### src/design/kps_pkg.sv
// Shared types, constants and key lookup for the keypad scanner.
package kps_pkg;

	localparam logic [3:0]  NO_ROW       = 4'hf;
	localparam logic [15:0] SETTLE_RESET = 16'h0014;

	// Scan sequencer phase, one-hot
	typedef enum logic [3:0] {
		PH_FIRST  = 4'b0001,
		PH_MID    = 4'b0010,
		PH_SECOND = 4'b0100,
		PH_AFTER  = 4'b1000
	} phase_t;

	// One result beat
	typedef struct packed {
		logic [3:0]  row_drive;
		logic        scan_done;
		logic [15:0] key_mask;
		logic [6:0]  key_char;
		logic        key_valid;
	} res_t;

	// Active-low drive pattern for one row
	function automatic logic [3:0] row_pattern(input logic [1:0] row);
		row_pattern = 4'b1111 ^ (4'b0001 << row);
	endfunction

	// Fixed key legend, indexed by mask bit
	function automatic logic [6:0] key_code(input logic [3:0] idx);
		case (idx)
			4'd0:    key_code = 7'h2a; // '*'
			4'd1:    key_code = 7'h30; // '0'
			4'd2:    key_code = 7'h23; // '#'
			4'd3:    key_code = 7'h44; // 'D'
			4'd4:    key_code = 7'h37; // '7'
			4'd5:    key_code = 7'h38; // '8'
			4'd6:    key_code = 7'h39; // '9'
			4'd7:    key_code = 7'h43; // 'C'
			4'd8:    key_code = 7'h34; // '4'
			4'd9:    key_code = 7'h35; // '5'
			4'd10:   key_code = 7'h36; // '6'
			4'd11:   key_code = 7'h42; // 'B'
			4'd12:   key_code = 7'h31; // '1'
			4'd13:   key_code = 7'h32; // '2'
			4'd14:   key_code = 7'h33; // '3'
			4'd15:   key_code = 7'h41; // 'A'
			default: key_code = 7'h00;
		endcase
	endfunction

	// Character of the lowest pressed key, zero when none
	function automatic logic [6:0] lowest_key(input logic [15:0] mask);
		logic [15:0] lsb;
		logic [6:0]  acc;
		lsb = mask & (~mask + 16'd1);
		acc = 7'h00;
		for (int i = 0; i < 16; i++) begin
			acc = acc | ({7{lsb[i]}} & key_code(4'(i)));
		end
		lowest_key = acc;
	endfunction

endpackage

### src/design/kps_if.sv
// Valid/ready channel interfaces for column samples and scan results.
interface kps_col_if;
	logic       valid;
	logic       ready;
	logic [3:0] column_lines;

	modport source (output valid, output column_lines, input ready);
	modport sink (input valid, input column_lines, output ready);
endinterface

interface kps_res_if;
	logic        valid;
	logic        ready;
	logic [3:0]  row_drive;
	logic        scan_done;
	logic [15:0] key_mask;
	logic [6:0]  key_char;
	logic        key_valid;

	modport source (output valid, output row_drive, output scan_done, output key_mask,
		output key_char, output key_valid, input ready);
	modport sink (input valid, input row_drive, input scan_done, input key_mask,
		input key_char, input key_valid, output ready);
endinterface

### src/design/kps_core.sv
// Scan sequencer: row stepping, mask gathering, debounce wait and key lookup.
module kps_core (
	input  logic              clk,
	input  logic              arst_n,
	input  logic              settle_we,
	input  logic [15:0]       settle_data,
	input  logic              take,
	input  logic [3:0]        column_lines,
	output kps_pkg::res_t     res
);

	kps_pkg::phase_t phase_q, phase_d;
	logic [1:0]  row_q, row_d;
	logic [15:0] first_q, first_d;
	logic [15:0] gather_q, gather_d;
	logic [15:0] wait_q, wait_d;
	logic [15:0] settle_q;
	logic [15:0] gathered;
	logic [15:0] pressed;

	// Hold the settle time register
	always_ff @(posedge clk or negedge arst_n) begin
		if (!arst_n) begin
			settle_q <= kps_pkg::SETTLE_RESET;
		end else if (settle_we) begin
			settle_q <= settle_data;
		end
	end

	// Fold this beat's columns into the mask of the scan in progress
	assign gathered = gather_q | ({12'h000, ~column_lines} << {row_q, 2'b00});
	assign pressed  = first_q & gathered;

	// Next state and result for one beat
	always_comb begin
		phase_d  = phase_q;
		row_d    = row_q;
		first_d  = first_q;
		gather_d = gather_q;
		wait_d   = wait_q;
		res      = '0;
		res.row_drive = kps_pkg::NO_ROW;
		case (phase_q)
			kps_pkg::PH_FIRST, kps_pkg::PH_SECOND: begin
				if (row_q == 2'd3) begin
					if (phase_q == kps_pkg::PH_FIRST) begin
						first_d = gathered;
						phase_d = kps_pkg::PH_MID;
					end else begin
						res.scan_done = 1'b1;
						res.key_mask  = pressed;
						res.key_char  = kps_pkg::lowest_key(pressed);
						res.key_valid = (res.key_char != 7'h00);
						phase_d = kps_pkg::PH_AFTER;
					end
					gather_d = '0;
					row_d    = 2'd0;
					wait_d   = settle_q;
				end else begin
					gather_d      = gathered;
					row_d         = row_q + 2'd1;
					res.row_drive = kps_pkg::row_pattern(row_q + 2'd1);
				end
			end
			kps_pkg::PH_MID, kps_pkg::PH_AFTER: begin
				if (wait_q <= 16'd1) begin
					wait_d   = '0;
					phase_d  = (phase_q == kps_pkg::PH_MID) ? kps_pkg::PH_SECOND
						: kps_pkg::PH_FIRST;
					row_d    = 2'd0;
					gather_d = '0;
					res.row_drive = kps_pkg::row_pattern(2'd0);
				end else begin
					wait_d = wait_q - 16'd1;
				end
			end
			default: begin
				phase_d  = kps_pkg::PH_FIRST;
				row_d    = 2'd0;
				gather_d = '0;
				wait_d   = '0;
			end
		endcase
	end

	// Advance the sequencer on each accepted beat
	always_ff @(posedge clk or negedge arst_n) begin
		if (!arst_n) begin
			phase_q  <= kps_pkg::PH_FIRST;
			row_q    <= 2'd0;
			first_q  <= '0;
			gather_q <= '0;
			wait_q   <= '0;
		end else if (take) begin
			phase_q  <= phase_d;
			row_q    <= row_d;
			first_q  <= first_d;
			gather_q <= gather_d;
			wait_q   <= wait_d;
		end
	end

`ifndef SYNTHESIS
	a_done_enters_after: assert property (@(posedge clk) disable iff (!arst_n)
		(take && res.scan_done) |=> (phase_q == kps_pkg::PH_AFTER))
		else $error("completed scan did not enter the after wait");
	a_valid_needs_done: assert property (@(posedge clk) disable iff (!arst_n)
		res.key_valid |-> (res.scan_done && phase_q == kps_pkg::PH_SECOND && row_q == 2'd3))
		else $error("key_valid outside the end of a second scan");
	a_wait_gather_clear: assert property (@(posedge clk) disable iff (!arst_n)
		(phase_q == kps_pkg::PH_MID || phase_q == kps_pkg::PH_AFTER)
		|-> (gather_q == 16'h0000 && row_q == 2'd0))
		else $error("gather state not cleared during a wait");
	a_wait_drive: assert property (@(posedge clk) disable iff (!arst_n)
		(take && wait_d > 16'd0) |-> (res.row_drive == kps_pkg::NO_ROW))
		else $error("row driven while a wait is pending");
`endif

endmodule

### src/design/kps_out_reg.sv
// Result register between the sequencer and the result channel.
module kps_out_reg (
	input  logic          clk,
	input  logic          arst_n,
	input  logic          load,
	input  kps_pkg::res_t res,
	output logic          free,
	kps_res_if.source     result
);

	logic          valid_q;
	kps_pkg::res_t data_q;

	// Accept a new beat when empty or when the held beat leaves
	assign free = !valid_q || result.ready;

	always_ff @(posedge clk or negedge arst_n) begin
		if (!arst_n) begin
			valid_q <= 1'b0;
		end else if (free) begin
			valid_q <= load;
		end
	end

	// Capture the payload; hold it while stalled
	always_ff @(posedge clk) begin
		if (free && load) begin
			data_q <= res;
		end
	end

	assign result.valid     = valid_q;
	assign result.row_drive = data_q.row_drive;
	assign result.scan_done = data_q.scan_done;
	assign result.key_mask  = data_q.key_mask;
	assign result.key_char  = data_q.key_char;
	assign result.key_valid = data_q.key_valid;

endmodule

### src/design/matrix_keypad_scanner.sv
// Top level of the 4x4 keypad scanner with two-scan debounce.
//
//  channel   dir  handshake     payload
//  columns   in   valid/ready   column_lines[3:0]
//  result    out  valid/ready   row_drive, scan_done, key_mask, key_char, key_valid
//  settle    in   settle_we     settle_data[15:0]
//
// Each column beat yields one result beat in the next cycle; one beat a cycle sustained while result is ready.
// The result register is the one register stage between the column and result channels.
// A stalled result holds in the result register; columns are taken only when it frees.
// Reset clears the sequencer to the first scan, row 0, and settle time to 20.
module matrix_keypad_scanner (
	input  logic        clk,
	input  logic        arst_n,
	input  logic        settle_we,
	input  logic [15:0] settle_data,
	kps_col_if.sink     columns,
	kps_res_if.source   result
);

	logic          free;
	logic          take;
	kps_pkg::res_t res;

	assign columns.ready = free;
	assign take          = columns.valid && free;

	kps_core u_core (
		.clk          (clk),
		.arst_n       (arst_n),
		.settle_we    (settle_we),
		.settle_data  (settle_data),
		.take         (take),
		.column_lines (columns.column_lines),
		.res          (res)
	);

	kps_out_reg u_out (
		.clk    (clk),
		.arst_n (arst_n),
		.load   (take),
		.res    (res),
		.free   (free),
		.result (result)
	);

endmodule

### src/flat_wrapper.sv
// flat-port wrapper written by rule: the top's interface ports become plain ports
module matrix_keypad_scanner_flat 
  (clk, arst_n, settle_we, settle_data, columns_valid, columns_column_lines, columns_ready, result_valid, result_row_drive, result_scan_done, result_key_mask, result_key_char, result_key_valid, result_ready);
  kps_col_if columns_i ();
  kps_res_if result_i ();
  input  logic clk;
  input  logic arst_n;
  input  logic settle_we;
  input  logic [15:0] settle_data;
  input wire logic [$bits(columns_i.valid)-1:0] columns_valid;
  input wire logic [$bits(columns_i.column_lines)-1:0] columns_column_lines;
  output wire logic [$bits(columns_i.ready)-1:0] columns_ready;
  output wire logic [$bits(result_i.valid)-1:0] result_valid;
  output wire logic [$bits(result_i.row_drive)-1:0] result_row_drive;
  output wire logic [$bits(result_i.scan_done)-1:0] result_scan_done;
  output wire logic [$bits(result_i.key_mask)-1:0] result_key_mask;
  output wire logic [$bits(result_i.key_char)-1:0] result_key_char;
  output wire logic [$bits(result_i.key_valid)-1:0] result_key_valid;
  input wire logic [$bits(result_i.ready)-1:0] result_ready;
  assign columns_i.valid = columns_valid;
  assign columns_i.column_lines = columns_column_lines;
  assign columns_ready = columns_i.ready;
  assign result_valid = result_i.valid;
  assign result_row_drive = result_i.row_drive;
  assign result_scan_done = result_i.scan_done;
  assign result_key_mask = result_i.key_mask;
  assign result_key_char = result_i.key_char;
  assign result_key_valid = result_i.key_valid;
  assign result_i.ready = result_ready;
  matrix_keypad_scanner u_core (.clk(clk), .arst_n(arst_n), .settle_we(settle_we), .settle_data(settle_data), .columns(columns_i), .result(result_i));
endmodule
### config.mk
export PLATFORM = sky130hd
export DESIGN_NAME = matrix_keypad_scanner_flat
export DESIGN_NICKNAME = d
export VERILOG_FILES = /design/src/design/kps_pkg.sv /design/src/design/kps_if.sv /design/src/design/kps_core.sv /design/src/design/kps_out_reg.sv /design/src/design/matrix_keypad_scanner.sv /design/src/flat_wrapper.sv
export SDC_FILE = /design/constraint.sdc
export NUM_CORES = 1
export LEC_CHECK = 0
export ABC_AREA = 1
export BUFFER_PORTS_ARGS = -buffer_cell sky130_fd_sc_hd__buf_2
export CAP_MARGIN = 20
export CORE_MARGIN = 2
export CORE_UTILIZATION = 40
export DETAILED_ROUTE_END_ITERATION = 10
export SLEW_MARGIN = 20
export SYNTH_ARGS = -nofsm -noshare
export SYNTH_HDL_FRONTEND = slang
export SYNTH_HIERARCHICAL = 1
export SYNTH_SLANG_ARGS = --single-unit
### constraint.sdc
create_clock -name clk -period 3.4 [get_ports clk]
set_input_delay 0.17 -clock clk [delete_from_list [all_inputs] [get_ports clk]]
set_output_delay 0.17 -clock clk [all_outputs]
set_load 0.1 [all_outputs]
==> run metrics, run 1 <==
Final setup viols 0; worst path bufs/invs 3; sum of net half-perimeters after detailed placement 7.51 mm; Flop pwr share 36.5%; average wire per cell in the routed design 12.9 um; TritonCTS clock tree yes; CP max FO 31; # DRC 0; CP max stage delay 410 ps; initial drt markers 177; number of antenna violations at the first check in global routing 0; nets@finish 662; simple logic cell fraction of the synthesized area 21.6%; internal power contribution 2.71 mW; pin count of the biggest net entering global routing 45; endpoint kind of the worst setup timing path flip-flop; post-synthesis mux area share 0.451%; Total Power Consumption 4.62 mW; summed negative setup slack over all endpoints 0 ps; worst slew slack as a fraction of its limit 54.9%; root buffer cell clkbuf_16; top post-synthesis cells by area dfrtp_1, edfxtp_1, nand2_1, inv_1, nor2_1; clock latency reported for the late side of the worst-skew pair 340 ps; net count after synthesis 609; area fraction in compound gates after synthesis 12.1%; clk buf depth 2; top cell type's share of synthesized area 34.1%; first-pass detailed-route iteration total 5; total number of placement rows 40; number of flops mapped to enable cells by yosys 29; number of buffers inserted during clock tree synthesis 9; largest area contributor in the netlist dfrtp_1; final worst setup slack 718 ps; Die Wd 116 um; total track usage 16.6%; Worst VDD drop 0.000279 V; outcome complete, no violations; number of maximum-capacitance constraint violations 0; highest-count cells in the layout ignoring fill and taps nand2_1, inv_1, dfrtp_1; crit path time final 2680 ps; H-tree depth 3; largest family of logic cells by synthesized area simple AND/OR/NAND/NOR gates; Hold Crit Class input pin to flip-flop; area added between synthesis and finish 15.2%; effective utilization at floorplan 41.2%; proportion of register bits with asynchronous set or reset after synthesis 71.0%; Fin Clk Skew 9.47 ps; P_leak 2.74 nW; number of buffers inserted to repair setup after CTS 0; CP most frequent cell nor2_4; kind of start point of the critical path flip-flop; proportion of layout cells with a drive suffix above 1 18.9%; die area 13400 um2; worst-path cell chain inv_1 -> ha_1 -> nand3_2 -> nor2_4 -> o21ai_2 -> nand2_4 -> nand2_2 -> nor2_4 -> inv_2 -> nor2_4 -> inv_2 -> nand2_1 -> o21ai_2; crit-path leading delay family simple AND/OR/NAND/NOR gates; count of buffers inserted at the top-level ports 55; number of nets with antenna violations after routing 0; part of the power in combinational logic 39.7%; Crit Path Class flip-flop to flip-flop; per-cell via count in the routed design 4.81; die height 116 um; RSZ-0062 raised after global routing no; FF+latch count, synth 100; Synth cell types 32; power spent charging and discharging nets 1.91 mW; fraction of power spent switching nets 41.4%; data arrival time of the critical path 2890 ps; Yosys warnings 6; GP Congestion 0.923; Clock power frac 23.8%; Antenna diodes 0; final hold vios 0; parity-gate share of the synthesized area counting xor and xnor cells 1.93%; Vias 3864; Final Routed Wirelength 10.4 mm; first-pass GRT wire length 17.5 mm; sequential cell area fraction in the yosys report 53.1%; FMAX 373 MHz; worst-path cell with the longest stage delay dfrtp_1; CTS sink count 100; pre-CTS WS 750 ps; boundary pin count 56; number of global-route vias before repair 3800; synthesized-area fraction occupied by adder cells 1.75%; Remaining Overflow, GRT 0; most used flip-flop cell after synthesis dfrtp_1; mean area per synthesized cell 8.66 um2; synthesized area 4990 um2; number of pins with negative max-slew slack in the final report 0; leading cell type in the layout, fill and taps excluded nand2_1; Mapped Cells 577; required time reported for the critical path endpoint 3610 ps; power per cell area 804 nW/um2; worst slew pin tran 676 ps; clk slew on worst S/H paths 70 ps; placeable core region 12100 um2; Period Utilization, post-route 78.9%
metrics by stage:
stage | cell area, um2 | util [%] | hold slack, ps | std cells
6_report | 5750 | 47.5 | 40.5 | 803
5_1_grt | 5750 | 47.5 | 50.7 | 803
4_1_cts | 5740 | 47.4 | 30.2 | 802
3_5_place_dp | 5410 | 44.7 | 382 | 786
3_3_place_gp | 5410 | 44.7 | 378 | 786
2_1_floorplan | 5000 | - | -126 | 577
cells in the mapped netlist (all sizes together) (10+ instances only):
cell / n
o21ai: 55
xor2: 10
nand3: 29
clkbuf: 11
inv: 93
o22ai: 13
nand2: 141
nor2: 65
a21oi: 12
a211oi: 16
edfxtp: 29
dfrtp: 68
layout make-up:
cell class              count  area, um2
multi-input cells         366       1900
well taps                 168        210
clock buffers              11        243
repair buffers             60        318
inverters                  93        352
clock inverters             5       83.8
fillers                  1194       6360
flip-flops and latches    100       2650
kinds of logic (layout without fill, tap and decap cells):
| kind of cell | after synthesis | count (layout) |
|---|---|---|
| adders and majority gates | 7 | 7 |
| and+or+nand+nor | 249 | 249 |
| buffers and inverters | 111 | 169 |
| xor gates and xnor gates | 11 | 11 |
| DFF | 100 | 100 |
| muxes | 2 | 2 |
| AOI/OAI and AO/OA | 97 | 97 |
state kept, by name (all words and copies together) (netlist names):
signal,count
u_core/u_core/gather_q,16
u_core/u_core/first_q,16
u_core/u_core/row_q,2
u_core/u_out/result.valid,1
u_core/u_core/wait_q,16
u_core/u_out/result.key_valid,1
u_core/u_core/settle_q,16
u_core/u_out/result.scan_done,1
u_core/u_out/result.row_drive,4
u_core/u_core/phase_q,4
u_core/u_out/result.key_char,7
u_core/u_out/result.key_mask,16
final timing paths:
path,endpoint,from,depth (start not counted),slack (ps)
max in group asynchronous,u_core/u_core/phase_q[0],arst_n,3,2350
worst min register to register,u_core/u_core/first_q[13],u_core/u_core/first_q[13],2,480
worst max register to register,u_core/u_core/first_q[4],u_core/u_core/wait_q[0],13,720
worst max-delay path,u_core/u_core/first_q[4],u_core/u_core/wait_q[0],13,720
min in group asynchronous,u_core/u_core/settle_q[1],arst_n,2,370
worst min-delay path,u_core/u_core/settle_q[3],settle_data[3],3,40
metal layers:
metal,global-route usage (%),share of wire [%],wire length (um),up-vias
met2,25.2,44,4600,85
li1,-,-,-,1963
met3,2.72,3.7,386,12
met4,6.98,1.5,151,0
met1,23.7,51,5260,1804
met5,0,0,0,-
worst reg2reg max path: cells and delay by family, from the launching register on:
kind                     cells  cell delay (ps)
AO/OA/AOI/OAI                2              160
adder cells (fa/ha/maj)      1              230
buffers and inverters        3              440
flip-flops                   1              410
AND/OR/NAND/NOR              7             1320
power groups by stage:
| stage | Clock, mW | Sequential [mW] | Combinational, mW |
|---|---|---|---|
| 2_1_floorplan | 0 | 1.81 | 1.36 |
| 4_1_cts | 1.13 | 1.69 | 1.83 |
| 6_report | 1.10 | 1.69 | 1.84 |
| 3_5_place_dp | 0 | 1.71 | 1.82 |
| 5_1_grt | 1.18 | 1.73 | 2.05 |
| 3_3_place_gp | 0 | 1.70 | 1.76 |
timing repair:
action / CTS / global route
hold buffers: 0 / 1
resized for setup: 0 / 0
endpoints found under the hold margin: 0 / 40
No activity file was read; power rests on OpenSTA's default activity.
==> inputs of run 2 (changes only) <==
Clock period 3.4 ns to 2.6 ns, I/O delays scaled along.
==> run metrics, run 2 (synthesis gave the netlist of run 1 again) <==
initial drt markers 246; Final Routed Wirelength 10.7 mm; worst-path cell chain inv_4 -> nand3_1 -> nand2_1 -> nand2_1 -> nand2_1 -> nor2_1 -> nand2_2 -> nor2_1 -> nand2_1 -> nand2_1 -> nor2_1 -> nand3_1 -> nand2_1 -> inv_1; number of nets with antenna violations after routing 0; required time reported for the critical path endpoint 2710 ps; CP most frequent cell nand2_1; area added between synthesis and finish 17.5%; clk buf depth 2; number of antenna violations at the first check in global routing 0; Hold Crit Class input pin to flip-flop; worst slew pin tran 784 ps; RSZ-0062 raised after global routing no; Crit Path Class flip-flop to flip-flop; Worst VDD drop 0.000512 V; Vias 3905; H-tree depth 3; Fin Clk Skew 6.23 ps; source of the worst register-to-register timing path u_core/u_core/row_q[1]; pre-CTS WS 230 ps; hold_ws 16.0 ps; die height 116 um; CP max FO 13; Final setup viols 0; leading cell type in the layout, fill and taps excluded nand2_1; number of instances on the worst hold path 3; final hold vios 0; total number of placement rows 40; Min-Delay Endpoint u_core/u_core/settle_q[15]; total track usage 17.3%; sum of net half-perimeters after detailed placement 7.40 mm; proportion of layout cells with a drive suffix above 1 18.6%; FMAX 439 MHz; number of buffers inserted to repair setup after CTS 0; number of global-route vias before repair 3743; first-pass GRT wire length 17.9 mm; Period Utilization, post-route 87.7%; data arrival time of the critical path 2390 ps; number of non-filler instances in the completed layout 818; nets@finish 677; number of buffers inserted during clock tree synthesis 9; highest-count cells in the layout ignoring fill and taps nand2_1, inv_1, dfrtp_1; effective utilization at floorplan 41.2%; average wire per cell in the routed design 13.0 um; endpoint kind of the worst setup timing path flip-flop; GP Congestion 0.882; TritonCTS clock tree yes; Worst Reg2Reg Path Length in Cells 14; CP max stage delay 570 ps; worst-path cell with the longest stage delay dfrtp_1; boundary pin count 56; P_leak 2.79 nW; root buffer cell clkbuf_16; final worst setup slack 321 ps; clock latency reported for the late side of the worst-skew pair 350 ps; CTS sink count 100; number of pins with negative max-slew slack in the final report 0; pin count of the biggest net entering global routing 40; R2R Setup Slk 320 ps; placeable core region 12100 um2; per-cell via count in the routed design 4.77; Antenna diodes 0; crit path time final 2280 ps; count of buffers inserted at the top-level ports 55; Die Wd 116 um; number of maximum-capacitance constraint violations 0; RR Endpoint u_core/u_out/result.key_valid; kind of start point of the critical path flip-flop; worst slew slack as a fraction of its limit 47.8%; worst hold path startpoint settle_data[15]; # DRC 0; Remaining Overflow, GRT 0; outcome complete, no violations; clk slew on worst S/H paths 60 ps; first-pass detailed-route iteration total 5; cell total after placement 789; die area 13400 um2; power per cell area 1010 nW/um2; summed negative setup slack over all endpoints 0 ps
==> run 2: power breakdown <==
group / internal (mW) / switching [mW] / total [mW]
clock: 0.739 / 0.555 / 1.29
combinational: 0.741 / 1.69 / 2.43
sequential: 1.96 / 0.242 / 2.20
==> run 2: critical path, delay by kind of cell (launching register included) <==
kind	cells	cell delay [ps]
AND/OR/NAND/NOR	12	1230
flip-flops	1	570
buffers and inverters	2	240
==> run 2: routing by layer <==
layer	global-route usage, %	wire, um	vias up
met5	0	0	-
met4	6.98	170	0
met3	3.03	400	13
met2	26.4	4720	88
met1	24.5	5370	1810
li1	-	-	1994
==> run 2: worst max-delay path by stage <==
stage / start / endpoint / slack, ps
after global routing: u_core/u_core/row_q[0] / u_core/u_out/result.key_valid / 130
after global placement: u_core/u_core/row_q[0] / u_core/u_out/result.key_valid / 240
after CTS: u_core/u_core/row_q[0] / u_core/u_out/result.key_valid / 230
after detailed placement: u_core/u_core/row_q[0] / u_core/u_out/result.key_valid / 230
final: u_core/u_core/row_q[1] / u_core/u_out/result.key_valid / 320
after floorplan: u_core/u_out/result.valid / u_core/u_out/result.key_char[0] / 10
==> run 2: metrics by stage <==
stage	power [mW]	util, %	instance area [um2]
2_1_floorplan	4.15	-	5010
3_3_place_gp	4.57	45.1	5460
3_5_place_dp	4.62	45.1	5460
4_1_cts	5.97	48.5	5870
5_1_grt	6.38	48.5	5870
6_report	5.93	48.5	5870
==> run 2: what timing repair did <==
item | CTS | global route
hold buffers | 13 | 0
gates resized for setup | 0 | 1
endpoints found under the hold margin | 41 | 0
setup endpoints to repair | 0 | 3
==> run 2: final cells by class <==
class                           count  area, um2
Multi-Input combinational cell    366       1910
Timing Repair Buffer               75        470
Clock inverter                      4       42.5
Sequential cell                   100       2650
Tap cell                          168        210
Clock buffer                       12        236
Fill cell                        1176       6240
Inverter                           93        352
